`src/sv/lirs_pkg.sv`:
```
// ---------------------------------------------------------------------------
// Linear interpolation resampler: shared package
// Sequencer states, configuration register indexes and the control and
// status bundles exchanged between the sequencer and the datapath.
// ---------------------------------------------------------------------------
package lirs_pkg;

  localparam int CFG_IDX_BITS = 2;
  localparam int CH_CNT_BITS  = 2;

  localparam logic [CFG_IDX_BITS-1:0] CFG_PHASE_STEP = 2'd0;
  localparam logic [CFG_IDX_BITS-1:0] CFG_SRC_CH     = 2'd1;
  localparam logic [CFG_IDX_BITS-1:0] CFG_DST_CH     = 2'd2;

  localparam logic [CH_CNT_BITS-1:0] CH_MONO   = 2'd1;
  localparam logic [CH_CNT_BITS-1:0] CH_STEREO = 2'd2;

  typedef enum logic [2:0] {
    ST_IDLE,
    ST_MAP,
    ST_UNITY,
    ST_MUL0,
    ST_MUL1,
    ST_PUSH,
    ST_FINISH
  } state_t;

  // Status reported by the datapath to the sequencer.
  typedef struct packed {
    logic in_fire;
    logic unity;
    logic primed;
    logic below_one;
    logic run_end;
    logic out_free;
  } stat_t;

  // Strobes issued by the sequencer to the datapath.
  typedef struct packed {
    logic ready;
    logic map_en;
    logic mul_en;
    logic mul_sel;
    logic res0_en;
    logic push;
    logic push_unity;
    logic finish;
  } ctrl_t;

endpackage

```
`src/sv/linear_interp_resampler_unit.sv`:
```
// ---------------------------------------------------------------------------
// Linear interpolation resampler
// Channel-maps each audio frame and emits linearly interpolated output frames
// at the rate set by a fractional phase step, using one shared multiplier.
// ---------------------------------------------------------------------------
// Usage. Input requests arrive on in_valid/in_stall with two signed samples;
// in_stall is high whenever the block is working on a frame. Output requests
// leave on out_valid/out_stall through a single output register, so a finished
// result may wait there while the block carries on or takes the next frame.
// Configuration is a plain write port (cfg_we, cfg_index, cfg_wdata) and must
// only be written while the block is idle; writes take effect on the next
// frame. Indexes beyond the register list are ignored.
// Sequence. A frame is accepted while idle and mapped in the next cycle. With a
// step of exactly one the frame is copied out and the block then returns to
// idle. Otherwise each interpolated output takes two multiplies on the shared
// multiplier, one per channel, then the push, and the frame finishes with a
// phase-update step; a frame yields at most MAX_UPSAMPLE outputs. The first
// output follows the map, both multiplies and the push. A stalled receiver
// holds the sequencer at the push step, or at the copy for a step of one.
// Reset (synchronous, active low) restores the register defaults, clears the
// phase and previous frame, and makes the next frame a priming frame.
// ---------------------------------------------------------------------------
module linear_interp_resampler_unit #(
  parameter int SAMPLE_BITS  = 16,
  parameter int FRAC_BITS    = 20,
  parameter int MAX_UPSAMPLE = 8
) (
  input  logic                              clk,
  input  logic                              rst_n,
  input  logic                              cfg_we,
  input  logic [lirs_pkg::CFG_IDX_BITS-1:0] cfg_index,
  input  logic [FRAC_BITS+3:0]              cfg_wdata,
  input  logic                              in_valid,
  output logic                              in_stall,
  input  logic signed [SAMPLE_BITS-1:0]     in_sample_ch0,
  input  logic signed [SAMPLE_BITS-1:0]     in_sample_ch1,
  output logic                              out_valid,
  input  logic                              out_stall,
  output logic signed [SAMPLE_BITS-1:0]     out_ch0,
  output logic signed [SAMPLE_BITS-1:0]     out_ch1,
  output logic                              out_last_of_run
);

  import lirs_pkg::*;

  localparam int STEP_W = FRAC_BITS + 4;
  // One guard bit above the Q4 integer part holds phase + step mid-run.
  localparam int PH_W   = FRAC_BITS + 5;
  localparam int CNT_W  = (MAX_UPSAMPLE > 1) ? $clog2(MAX_UPSAMPLE) : 1;

  localparam logic [STEP_W-1:0] STEP_ONE  = STEP_W'(1) << FRAC_BITS;
  localparam logic [PH_W-1:0]   PHASE_ONE = PH_W'(1) << FRAC_BITS;
  localparam logic [CNT_W-1:0]  CNT_LAST  = CNT_W'(MAX_UPSAMPLE - 1);

  stat_t stat;
  ctrl_t ctrl;

  // Configuration registers.
  logic [STEP_W-1:0]      step_r;
  logic [CH_CNT_BITS-1:0] src_cnt_r;
  logic [CH_CNT_BITS-1:0] dst_cnt_r;

  // Frame state.
  logic signed [SAMPLE_BITS-1:0] in_a_r;
  logic signed [SAMPLE_BITS-1:0] in_b_r;
  logic signed [SAMPLE_BITS-1:0] cur0_r;
  logic signed [SAMPLE_BITS-1:0] cur1_r;
  logic signed [SAMPLE_BITS-1:0] prev0_r;
  logic signed [SAMPLE_BITS-1:0] prev1_r;
  logic                          primed_r;
  logic [PH_W-1:0]               phase_r;
  logic [PH_W-1:0]               phase_sum;
  logic [CNT_W-1:0]              cnt_r;
  logic signed [SAMPLE_BITS-1:0] res0_r;

  // Channel mapping.
  logic                          src_mono;
  logic                          dst_mono;
  logic signed [SAMPLE_BITS:0]   pair_sum;
  logic signed [SAMPLE_BITS-1:0] map0;
  logic signed [SAMPLE_BITS-1:0] map1;

  // Shared interpolation unit.
  logic signed [SAMPLE_BITS-1:0] mac_base;
  logic signed [SAMPLE_BITS-1:0] mac_target;
  logic signed [SAMPLE_BITS-1:0] mac_res;

  // Output register.
  logic                          out_valid_r;
  logic signed [SAMPLE_BITS-1:0] out_ch0_r;
  logic signed [SAMPLE_BITS-1:0] out_ch1_r;
  logic                          out_last_r;
  logic                          out_free;

  // A channel count of one is mono; every other code is treated as stereo.
  always_ff @(posedge clk) begin
    if (!rst_n) begin
      step_r    <= STEP_ONE;
      src_cnt_r <= CH_STEREO;
      dst_cnt_r <= CH_STEREO;
    end else if (cfg_we) begin
      case (cfg_index)
        CFG_PHASE_STEP: step_r    <= cfg_wdata;
        CFG_SRC_CH:     src_cnt_r <= cfg_wdata[CH_CNT_BITS-1:0];
        CFG_DST_CH:     dst_cnt_r <= cfg_wdata[CH_CNT_BITS-1:0];
        default:        ;
      endcase
    end
  end

  assign in_stall = !ctrl.ready;

  always_ff @(posedge clk) begin
    if (in_valid && ctrl.ready) begin
      in_a_r <= in_sample_ch0;
      in_b_r <= in_sample_ch1;
    end
  end

  // Stereo to mono floors the halved sum; the arithmetic drop of the low bit
  // does exactly that for negative sums too.
  assign src_mono = (src_cnt_r == CH_MONO);
  assign dst_mono = (dst_cnt_r == CH_MONO);
  assign pair_sum = (SAMPLE_BITS + 1)'(in_a_r) + (SAMPLE_BITS + 1)'(in_b_r);

  always_comb begin
    if (dst_mono) begin
      map0 = src_mono ? in_a_r : $signed(pair_sum[SAMPLE_BITS:1]);
      map1 = '0;
    end else begin
      map0 = in_a_r;
      map1 = src_mono ? in_a_r : in_b_r;
    end
  end

  always_ff @(posedge clk) begin
    if (ctrl.map_en) begin
      cur0_r <= map0;
      cur1_r <= map1;
    end
  end

  // Within the run the phase is below one, so its low bits are the fraction.
  assign mac_base   = ctrl.mul_sel ? prev1_r : prev0_r;
  assign mac_target = ctrl.mul_sel ? cur1_r  : cur0_r;

  lirs_mac #(
    .SAMPLE_BITS (SAMPLE_BITS),
    .FRAC_BITS   (FRAC_BITS)
  ) u_mac (
    .clk    (clk),
    .mul_en (ctrl.mul_en),
    .base   (mac_base),
    .target (mac_target),
    .frac   (phase_r[FRAC_BITS-1:0]),
    .result (mac_res)
  );

  always_ff @(posedge clk) begin
    if (ctrl.res0_en) begin
      res0_r <= mac_res;
    end
  end

  assign phase_sum = phase_r + PH_W'(step_r);

  // The priming frame leaves the phase untouched; the phase is always zero
  // before the first frame after reset, so the common finish step serves it.
  always_ff @(posedge clk) begin
    if (!rst_n) begin
      prev0_r  <= '0;
      prev1_r  <= '0;
      primed_r <= 1'b0;
      phase_r  <= '0;
      cnt_r    <= '0;
    end else begin
      if (ctrl.map_en) begin
        cnt_r <= '0;
      end
      if (ctrl.push) begin
        phase_r <= phase_sum;
        cnt_r   <= cnt_r + CNT_W'(1);
      end
      if (ctrl.push_unity || ctrl.finish) begin
        prev0_r  <= cur0_r;
        prev1_r  <= cur1_r;
        primed_r <= 1'b1;
      end
      // Still below one here means the output cap cut the run short or this is the
      // priming frame, and the phase restarts from zero.
      if (ctrl.finish) begin
        phase_r <= stat.below_one ? '0 : phase_r - PHASE_ONE;
      end
    end
  end

  // The output register is free when empty or being drained this cycle.
  assign out_free = !out_valid_r || !out_stall;

  always_ff @(posedge clk) begin
    if (!rst_n) begin
      out_valid_r <= 1'b0;
    end else if (ctrl.push || ctrl.push_unity) begin
      out_valid_r <= 1'b1;
    end else if (!out_stall) begin
      out_valid_r <= 1'b0;
    end
  end

  always_ff @(posedge clk) begin
    if (ctrl.push) begin
      out_ch0_r  <= res0_r;
      out_ch1_r  <= mac_res;
      out_last_r <= stat.run_end;
    end else if (ctrl.push_unity) begin
      out_ch0_r  <= cur0_r;
      out_ch1_r  <= cur1_r;
      out_last_r <= 1'b1;
    end
  end

  assign out_valid       = out_valid_r;
  assign out_ch0         = out_ch0_r;
  assign out_ch1         = out_ch1_r;
  assign out_last_of_run = out_last_r;

  // The run ends when the advanced phase reaches one or the cap is reached.
  always_comb begin
    stat           = '0;
    stat.in_fire   = in_valid && ctrl.ready;
    stat.unity     = (step_r == STEP_ONE);
    stat.primed    = primed_r;
    stat.below_one = (phase_r[PH_W-1:FRAC_BITS] == '0);
    stat.run_end   = (phase_sum[PH_W-1:FRAC_BITS] != '0) || (cnt_r == CNT_LAST);
    stat.out_free  = out_free;
  end

  lirs_seq u_seq (
    .clk   (clk),
    .rst_n (rst_n),
    .stat  (stat),
    .ctrl  (ctrl)
  );

endmodule

```
`src/sv/lirs_mac.sv`:
```
// ---------------------------------------------------------------------------
// Linear interpolation resampler: shared interpolation unit
// Registers (target - base) * frac, then adds the floored, rescaled product
// back onto the base sample. One channel per multiply.
// ---------------------------------------------------------------------------
module lirs_mac #(
  parameter int SAMPLE_BITS = 16,
  parameter int FRAC_BITS   = 20
) (
  input  logic                          clk,
  input  logic                          mul_en,
  input  logic signed [SAMPLE_BITS-1:0] base,
  input  logic signed [SAMPLE_BITS-1:0] target,
  input  logic        [FRAC_BITS-1:0]   frac,
  output logic signed [SAMPLE_BITS-1:0] result
);

  localparam int DIFF_W = SAMPLE_BITS + 1;
  localparam int PROD_W = DIFF_W + FRAC_BITS + 1;
  localparam int SUM_W  = SAMPLE_BITS + 2;

  logic signed [DIFF_W-1:0]      diff;
  logic signed [FRAC_BITS:0]     frac_s;
  logic signed [PROD_W-1:0]      prod_nxt;
  logic signed [PROD_W-1:0]      prod_r;
  logic signed [SAMPLE_BITS-1:0] base_r;
  logic signed [PROD_W-1:0]      prod_shift;
  logic signed [SUM_W-1:0]       step_q;
  logic signed [SUM_W-1:0]       sum;

  assign diff     = DIFF_W'(target) - DIFF_W'(base);
  assign frac_s   = $signed({1'b0, frac});
  assign prod_nxt = diff * frac_s;

  always_ff @(posedge clk) begin
    if (mul_en) begin
      prod_r <= prod_nxt;
      base_r <= base;
    end
  end

  // The arithmetic shift floors the scaled difference in both directions.
  assign prod_shift = prod_r >>> FRAC_BITS;
  assign step_q     = $signed(prod_shift[SUM_W-1:0]);
  assign sum        = SUM_W'(base_r) + step_q;
  assign result     = $signed(sum[SAMPLE_BITS-1:0]);

endmodule

```
`src/sv/lirs_seq.sv`:
```
// ---------------------------------------------------------------------------
// Linear interpolation resampler: sequencer
// Steps one input frame through mapping, the unity copy or the interpolation
// loop and end-of-frame phase update, issuing strobes to the datapath.
// ---------------------------------------------------------------------------
module lirs_seq (
  input  logic            clk,
  input  logic            rst_n,
  input  lirs_pkg::stat_t stat,
  output lirs_pkg::ctrl_t ctrl
);

  import lirs_pkg::*;

  state_t state_r;
  state_t state_nxt;

  always_ff @(posedge clk) begin
    if (!rst_n) begin
      state_r <= ST_IDLE;
    end else begin
      state_r <= state_nxt;
    end
  end

  always_comb begin
    state_nxt = state_r;
    case (state_r)
      ST_IDLE: begin
        if (stat.in_fire) state_nxt = ST_MAP;
      end
      ST_MAP: begin
        if (stat.unity) begin
          state_nxt = ST_UNITY;
        end else if (stat.primed && stat.below_one) begin
          state_nxt = ST_MUL0;
        end else begin
          state_nxt = ST_FINISH;
        end
      end
      ST_UNITY: begin
        if (stat.out_free) state_nxt = ST_IDLE;
      end
      ST_MUL0:   state_nxt = ST_MUL1;
      ST_MUL1:   state_nxt = ST_PUSH;
      ST_PUSH: begin
        if (stat.out_free) state_nxt = stat.run_end ? ST_FINISH : ST_MUL0;
      end
      ST_FINISH: state_nxt = ST_IDLE;
      default:   state_nxt = ST_IDLE;
    endcase
  end

  always_comb begin
    ctrl            = '0;
    ctrl.ready      = (state_r == ST_IDLE);
    ctrl.map_en     = (state_r == ST_MAP);
    ctrl.mul_en     = (state_r == ST_MUL0) || (state_r == ST_MUL1);
    ctrl.mul_sel    = (state_r == ST_MUL1);
    ctrl.res0_en    = (state_r == ST_MUL1);
    ctrl.push       = (state_r == ST_PUSH) && stat.out_free;
    ctrl.push_unity = (state_r == ST_UNITY) && stat.out_free;
    ctrl.finish     = (state_r == ST_FINISH);
  end

endmodule

```
`config.mk`:
```
export PLATFORM = sky130hd
export DESIGN_NAME = linear_interp_resampler_unit
export DESIGN_NICKNAME = d
export VERILOG_FILES = /design/src/sv/lirs_pkg.sv /design/src/sv/linear_interp_resampler_unit.sv /design/src/sv/lirs_mac.sv /design/src/sv/lirs_seq.sv
export SDC_FILE = /design/constraint.sdc
export NUM_CORES = 1
export LEC_CHECK = 0
export BUFFER_PORTS_ARGS = -buffer_cell sky130_fd_sc_hd__buf_2
export CAP_MARGIN = 40
export CORE_MARGIN = 3
export CORE_UTILIZATION = 58
export CTS_CLUSTER_SIZE = 14
export DETAILED_ROUTE_END_ITERATION = 8
export GPL_TIMING_DRIVEN = 0
export PLACE_DENSITY_LB_ADDON = 0.25
export SKIP_CTS_REPAIR_TIMING = 1
export SKIP_LAST_GASP = 1
export SYNTH_ARGS = -nofsm -noshare
export SYNTH_HDL_FRONTEND = slang
export SYNTH_SLANG_ARGS = --single-unit
```
`constraint.sdc`:
```
create_clock -name clk -period 9.25 [get_ports clk]
set_input_delay 0 -clock clk [delete_from_list [all_inputs] [get_ports clk]]
set_output_delay 0 -clock clk [all_outputs]
set_load 0.1 [all_outputs]
```
Word-level counts from Yosys, hierarchy flattened
Cells that the tools add are included.
- shifts and indexed selects: 0
- div/mod/pow operators: 0
- equality and inequality tests: 16
- bitwise gates (word level): 0
- $lt $le $gt $ge: 0
- $add $sub $neg: 6
- muxes and demuxes: 25
- multiply operators: 1
- reduce and logical (&&, ||, !) cells: 23
- operators by type and width (cell ; count):
    16-bit two-way mux ; 9
    25-bit two-way mux ; 3
    17-bit by 21-bit multiplier with 36-bit output ; 1
    25-bit by 24-bit adder with 25-bit output ; 1
    25-bit by 21-bit subtractor with 25-bit output (second input constant) ; 1
    24-bit by 21-bit equality test with 1-bit output (second input constant) ; 1
    3-bit two-way mux ; 8
    3-bit case mux with 6 select lines ; 1
    16-bit by 16-bit adder with 17-bit output ; 1
    16-bit by 16-bit subtractor with 17-bit output ; 1
    16-bit adder ; 1
    3-bit equality test (second input constant) ; 4
    2-bit by 1-bit equality test with 1-bit output (second input constant) ; 3
    3-bit by 2-bit equality test with 1-bit output (second input constant) ; 2
    2-bit inequality test (second input constant) ; 3
    2-bit AND reduction ; 3
    2-bit nonzero test ; 3
    5-bit logical NOT ; 1
    1-bit logical OR ; 5
    5-bit nonzero test ; 1
    1-bit logical AND ; 4
    1-bit two-way mux ; 4
    3-bit by 1-bit adder with 3-bit output (second input constant) ; 1
    3-bit by 1-bit equality test with 1-bit output (second input constant) ; 1
    6 further kinds ; 8
- output and inout bits: 35
- memories: 0
- bits in read-only memories: 0
- logic and storage cells: 91
- input bits: 63
- memory bits (writable): 0
- bits in latches: 0
- register bits after elaboration: 258

Depth between registers and ports, before layout
- word-level depth: 6
- gate-level depth with buffers: 39
- gate-level depth less buffers: 35

Hierarchy
Synthesis repeated with hierarchy kept, for this count alone.
- cell total of the unflattened synthesis: 2606
- area, all modules: 24408.4 sq um
- by module, submodules not included (module ; sequential area each (sq um) ; area an instance (sq um) ; times used ; cells an instance):
    lirs_mac ; 960.9 ; 14026.0 ; 1 ; 1617
    linear_interp_resampler_unit ; 5195.0 ; 10110.9 ; 1 ; 953
    lirs_seq ; 60.1 ; 271.5 ; 1 ; 36

Least setup slack after synthesis
No wires, ideal clock.
- kind: register to register
- from: reg u_seq.state_r[1]
- to: reg u_mac.prod_r[33], data pin
- library setup time: 0.255 ns
- arrival time: 9.124 ns
- cell stages (with the launch flop): 37
- clock period less this slack: 9.379 ns
- path slack: -0.129 ns
- required time: 8.995 ns
- buffers on the path: 4
- cells stage by stage: dfxtp_1 -> clkbuf_1 -> nor3b_1 -> clkbuf_1 -> clkbuf_1 -> mux2i_1 -> ha_1 -> inv_1 -> fa_1 -> a211oi_1 -> o21ai_0 -> a21oi_1 -> o21ai_1 -> or2_1 -> a21oi_1 -> xnor2_1 -> clkbuf_1 -> nand2_1 -> fa_1 -> inv_1 -> fa_1 -> fa_1 -> fa_1 -> fa_1 -> inv_1 -> fa_1 -> inv_1 -> ha_1 -> a21o_1 -> a21o_1 -> a21o_1 -> and2_1 -> nor4_1 -> nor2_1 -> a21oi_1 -> o21ai_0 -> and2_1
- cells in the longest elaborated chain, start to end: 4
- elaborated cells on any way between the ends: 5
- those cells by class: 1 x add/sub; 1 x mul; 1 x eq/ne; 2 x mux
- RTL lines (element ; line ; RTL):
    from (decl) ; lirs_seq.sv:15 ; state_t state_r;
    from (signal assigned) ; lirs_seq.sv:22 ; state_r <= state_nxt;
    3-bit equality test (*) ; lirs_seq.sv:59 ; ctrl.mul_sel = (state_r == ST_MUL1);
    16-bit two-way mux, on equally long branches ; linear_interp_resampler_unit.sv:145, linear_interp_resampler_unit.sv:144 ;
    16-bit by 16-bit subtractor with 17-bit output (*) ; lirs_mac.sv:31 ; assign diff = DIFF_W'(target) - DIFF_W'(base);
    17-bit by 21-bit multiplier with 36-bit output (*) ; lirs_mac.sv:33 ; assign prod_nxt = diff * frac_s;
    net u_mac.prod_nxt[33] ; lirs_mac.sv:24 ; logic signed [PROD_W-1:0] prod_nxt;
    to (signal assigned) ; lirs_mac.sv:37 ; prod_r <= prod_nxt;
    to (decl) ; lirs_mac.sv:25 ; logic signed [PROD_W-1:0] prod_r;
The timed path passes the listed nets; every way through them passes the cells marked *.
A chain may end at the register's enable or synchronous reset.

Worst setup path after layout
- from: reg u_seq.state_r[1]
- to: reg u_mac.prod_r[35], data pin
Same word-level chain as after synthesis.

==> flow_summary_export.csv <==
group,metric,value,unit
status,status,"finished, violations left",
status,violations,"hold timing",
cts,clock_latency,0.54,ns
final_layout,final_common_cell,"nand2_1",
cts,cts_max_level,1,
grt,antenna_found_initial,0,
synth,synth_xor_area_share,2.44,%
sta,fin_crit_sh,96.9,%
synth,syn-cell-area,23300,um2
synth,synth_adder_area_share,33.6,%
synth,synth_top_cell_area_share,23.3,%
grt,track_usage,29.1,%
critical_path,r2r_cells,32,
floorplan,dieArea,42700,um2
critical_path,rrSetupSlack,0.29,ns
floorplan,io_pins,98,
synth,yosysTopAreaCell,"fa_1",
placed_design,place.gp.congestion,0.954,
route,drt-total-wl,62.2,mm
critical_path,worstReg2RegStart,"u_seq.state_r[1]",
sta,finalHoldViolCount,14,
cts,clk_pin_slew_worst_paths,0.06,ns
placed_design,place_hpwl,49.3,mm
run,cap_violations,0,
critical_path,crit_path_start_kind,"flop",
synth,synthCells,2496,
synth,async_flop_share,0,%
route,drt_pass1_iterations,5,
synth,synth-simple-area-share,16.8,%
final_layout,final_util,67.7,%
grt,grt_max_degree,33,
floorplan,core,39200,um2
synth,yosys_register_bits,238,
synth,synth_warnings,0,
sta,drv_slew,0,
placed_design,port-buffer-count,97,
final_layout,fin_area,26500,um2
route,drt_iter0_drc,1434,
placed_design,dpl_cell_area,24600,um2
worst_hold_path,hp-class,"input pin to flop",
sta,relSlewSlack,35.4,%
cts,cts_sinks,238,
power,power_per_cell_area,155,nW/um2
cts,numCtsBuffers,27,
worst_hold_path,min_to,"in_b_r[0]",
sta,clock-skew-final,0.0112,ns
critical_path,worstPathRequired,9.54,ns
sta,worstMarginPinSlew,0.969,ns
critical_path,crit_family,"adder cells",
final_layout,nets,3233,
critical_path,cpPeakStageDelay,0.58,ns
sta,fmax,0.112,GHz
route,num_vias,18400,
synth,synthesis.nets,3023,
worst_hold_path,worstHoldStart,"in_valid",
final_layout,synthToLayoutAreaGrowth,13.7,%
cts,clockRootBuffer,"clkbuf_16",
synth,ys.flop_type,"edfxtp_1",
critical_path,end_kind,"flop",
grt,overflow,0,
worst_hold_path,whs_path_depth,3,
grt,grt_pass1_vias,18500,
route,drcViolationCount,0,
cts,cts_tree,"yes",
synth,ys_seq_area_share,26.6,%
critical_path,cp.arrival,9.25,ns
grt,grt_pass1_wl,97.2,mm
cts,cts_buffer_depth,3,
synth,synth-edff-count,145,
synth,synthTopCellsByArea,"fa_1, edfxtp_1, ha_1",
critical_path,path_common_cell,"fa_1",
route,via_per_inst,5.68,
critical_path,path_max_fanout,10,
critical_path,crit_cells,32,
floorplan,die_y,207,um
synth,synth_top_family_by_area,"adder cells",
power,p_leak,12.3,nW
route,wire_per_inst,19.2,um
power,ir_worst_vdd,0.000192,V
synth,synthDistinctLibCells,80,
sta,fin_hold_ws,-0.0294,ns
final_layout,final_cell_mix,"nand2_1, inv_1, fa_1",
route,ant_nets,0,
sta,finalCriticalPeriod,8.96,ns
floorplan,start_util,59.5,%
critical_path,path_buf_inv,5,
critical_path,timing.rr.end,"u_mac.prod_r[35]",
synth,synth_mux_area_share,2.04,%
final_layout,antennaDiodeCount,0,
sta,setup_viol,0,
synth,synth_compound_area_share,10.3,%
floorplan,fp-row-count,72,
critical_path,criticalPathCategory,"flop to flop",
final_layout,drive_gt1_share,9.90,%
critical_path,cpMaxStageDelayCell,"fa_1",
synth,syn_area_per_cell,9.35,um2
floorplan,die_x,207,um
-- stage by stage --
step,setup TNS [ns],setup WS (ns),std cells,power [mW]
global placement,-15.86,-1.62,3111,2.81
floorplan,0,0.265,2496,2.38
finish,0,0.286,3244,4.10
detailed placement,-15.97,-1.39,3115,2.87
CTS,-16.62,-1.42,3164,3.95
global route,-0.108,-0.0489,3244,4.31
-- layout make-up --
cell class                 count  area [um2]
tap                          518         648
buffer                       107         499
clock inverter                15         180
fill                        3042       12700
sequential                   238        6220
inverter                     392        1470
timing repair buffer         183        1350
clock buffer                  34         712
multi-input combinational   1757       15400
-- worst reg2reg max path, delay by kind of cell, from the launching register on --
| kind | cells | cell delay [ns] |
|---|---|---|
| flops | 1 | 0.37 |
| simple gates | 5 | 0.99 |
| buf+inv | 5 | 0.80 |
| fa+ha+maj | 8 | 3.67 |
| xor+xnor | 1 | 0.09 |
| compound gates | 12 | 2.42 |
| mux | 1 | 0.38 |
-- cells in the mapped netlist (23+ instances only) --
master,number
a21boi_0,57
a21o_1,30
a21oi_1,85
and2_1,101
clkbuf_1,103
dfxtp_1,93
edfxtp_1,145
fa_1,272
ha_1,192
inv_1,392
mux2i_1,25
nand2_1,461
nand2b_1,28
nor2_1,58
nor2b_1,53
nor3_1,23
o21ai_0,59
xnor2_1,45
-- per-layer routing --
| metal | share of wire [%] | global-route usage [%] |
|---|---|---|
| met4 | 3.0 | 8.80 |
| met5 | 0 | 0 |
| met2 | 47 | 47.3 |
| met1 | 40 | 38.6 |
| met3 | 9.5 | 7.90 |
-- cell families (layout without fill, tap and decap cells) --
group,after synthesis,in the layout
flip-flops,238,238
adder cells (fa/ha/maj),464,464
XOR/XNOR,65,65
AND/OR/NAND/NOR,829,829
multiplexers,45,45
AO/OA/AOI/OAI,354,354
buffers and inverters,501,731
-- worst max-delay path by stage --
stage          slack [ns]          endpoint              from
6_report             0.29  u_mac.prod_r[35]  u_seq.state_r[1]
4_1_cts             -1.42  u_mac.prod_r[33]  u_seq.state_r[1]
3_3_place_gp        -1.62  u_mac.prod_r[35]  u_seq.state_r[1]
3_5_place_dp        -1.39  u_mac.prod_r[35]  u_seq.state_r[1]
2_1_floorplan        0.26  u_mac.prod_r[33]  u_seq.state_r[1]
5_1_grt             -0.05  u_mac.prod_r[35]  u_seq.state_r[1]
-- registers in the layout (all words and copies together) (netlist names), 16 cells and up --
signal	flops
phase_r	25
step_r	24
cur0_r	16
cur1_r	16
in_a_r	16
in_b_r	16
out_ch0	16
out_ch1	16
prev0_r	16
prev1_r	16
res0_r	16
u_mac.base_r	16
u_mac.prod_r	16
-- report_power, final --
part	leakage [nW]	internal (mW)	total [mW]	switching [mW]
clock network	0.433	0.655	1.09	0.431
logic	9.78	0.566	1.67	1.10
registers	2.10	1.28	1.35	0.0723
total	12.3	2.50	4.10	1.60
(Power assumes the default switching activity.)
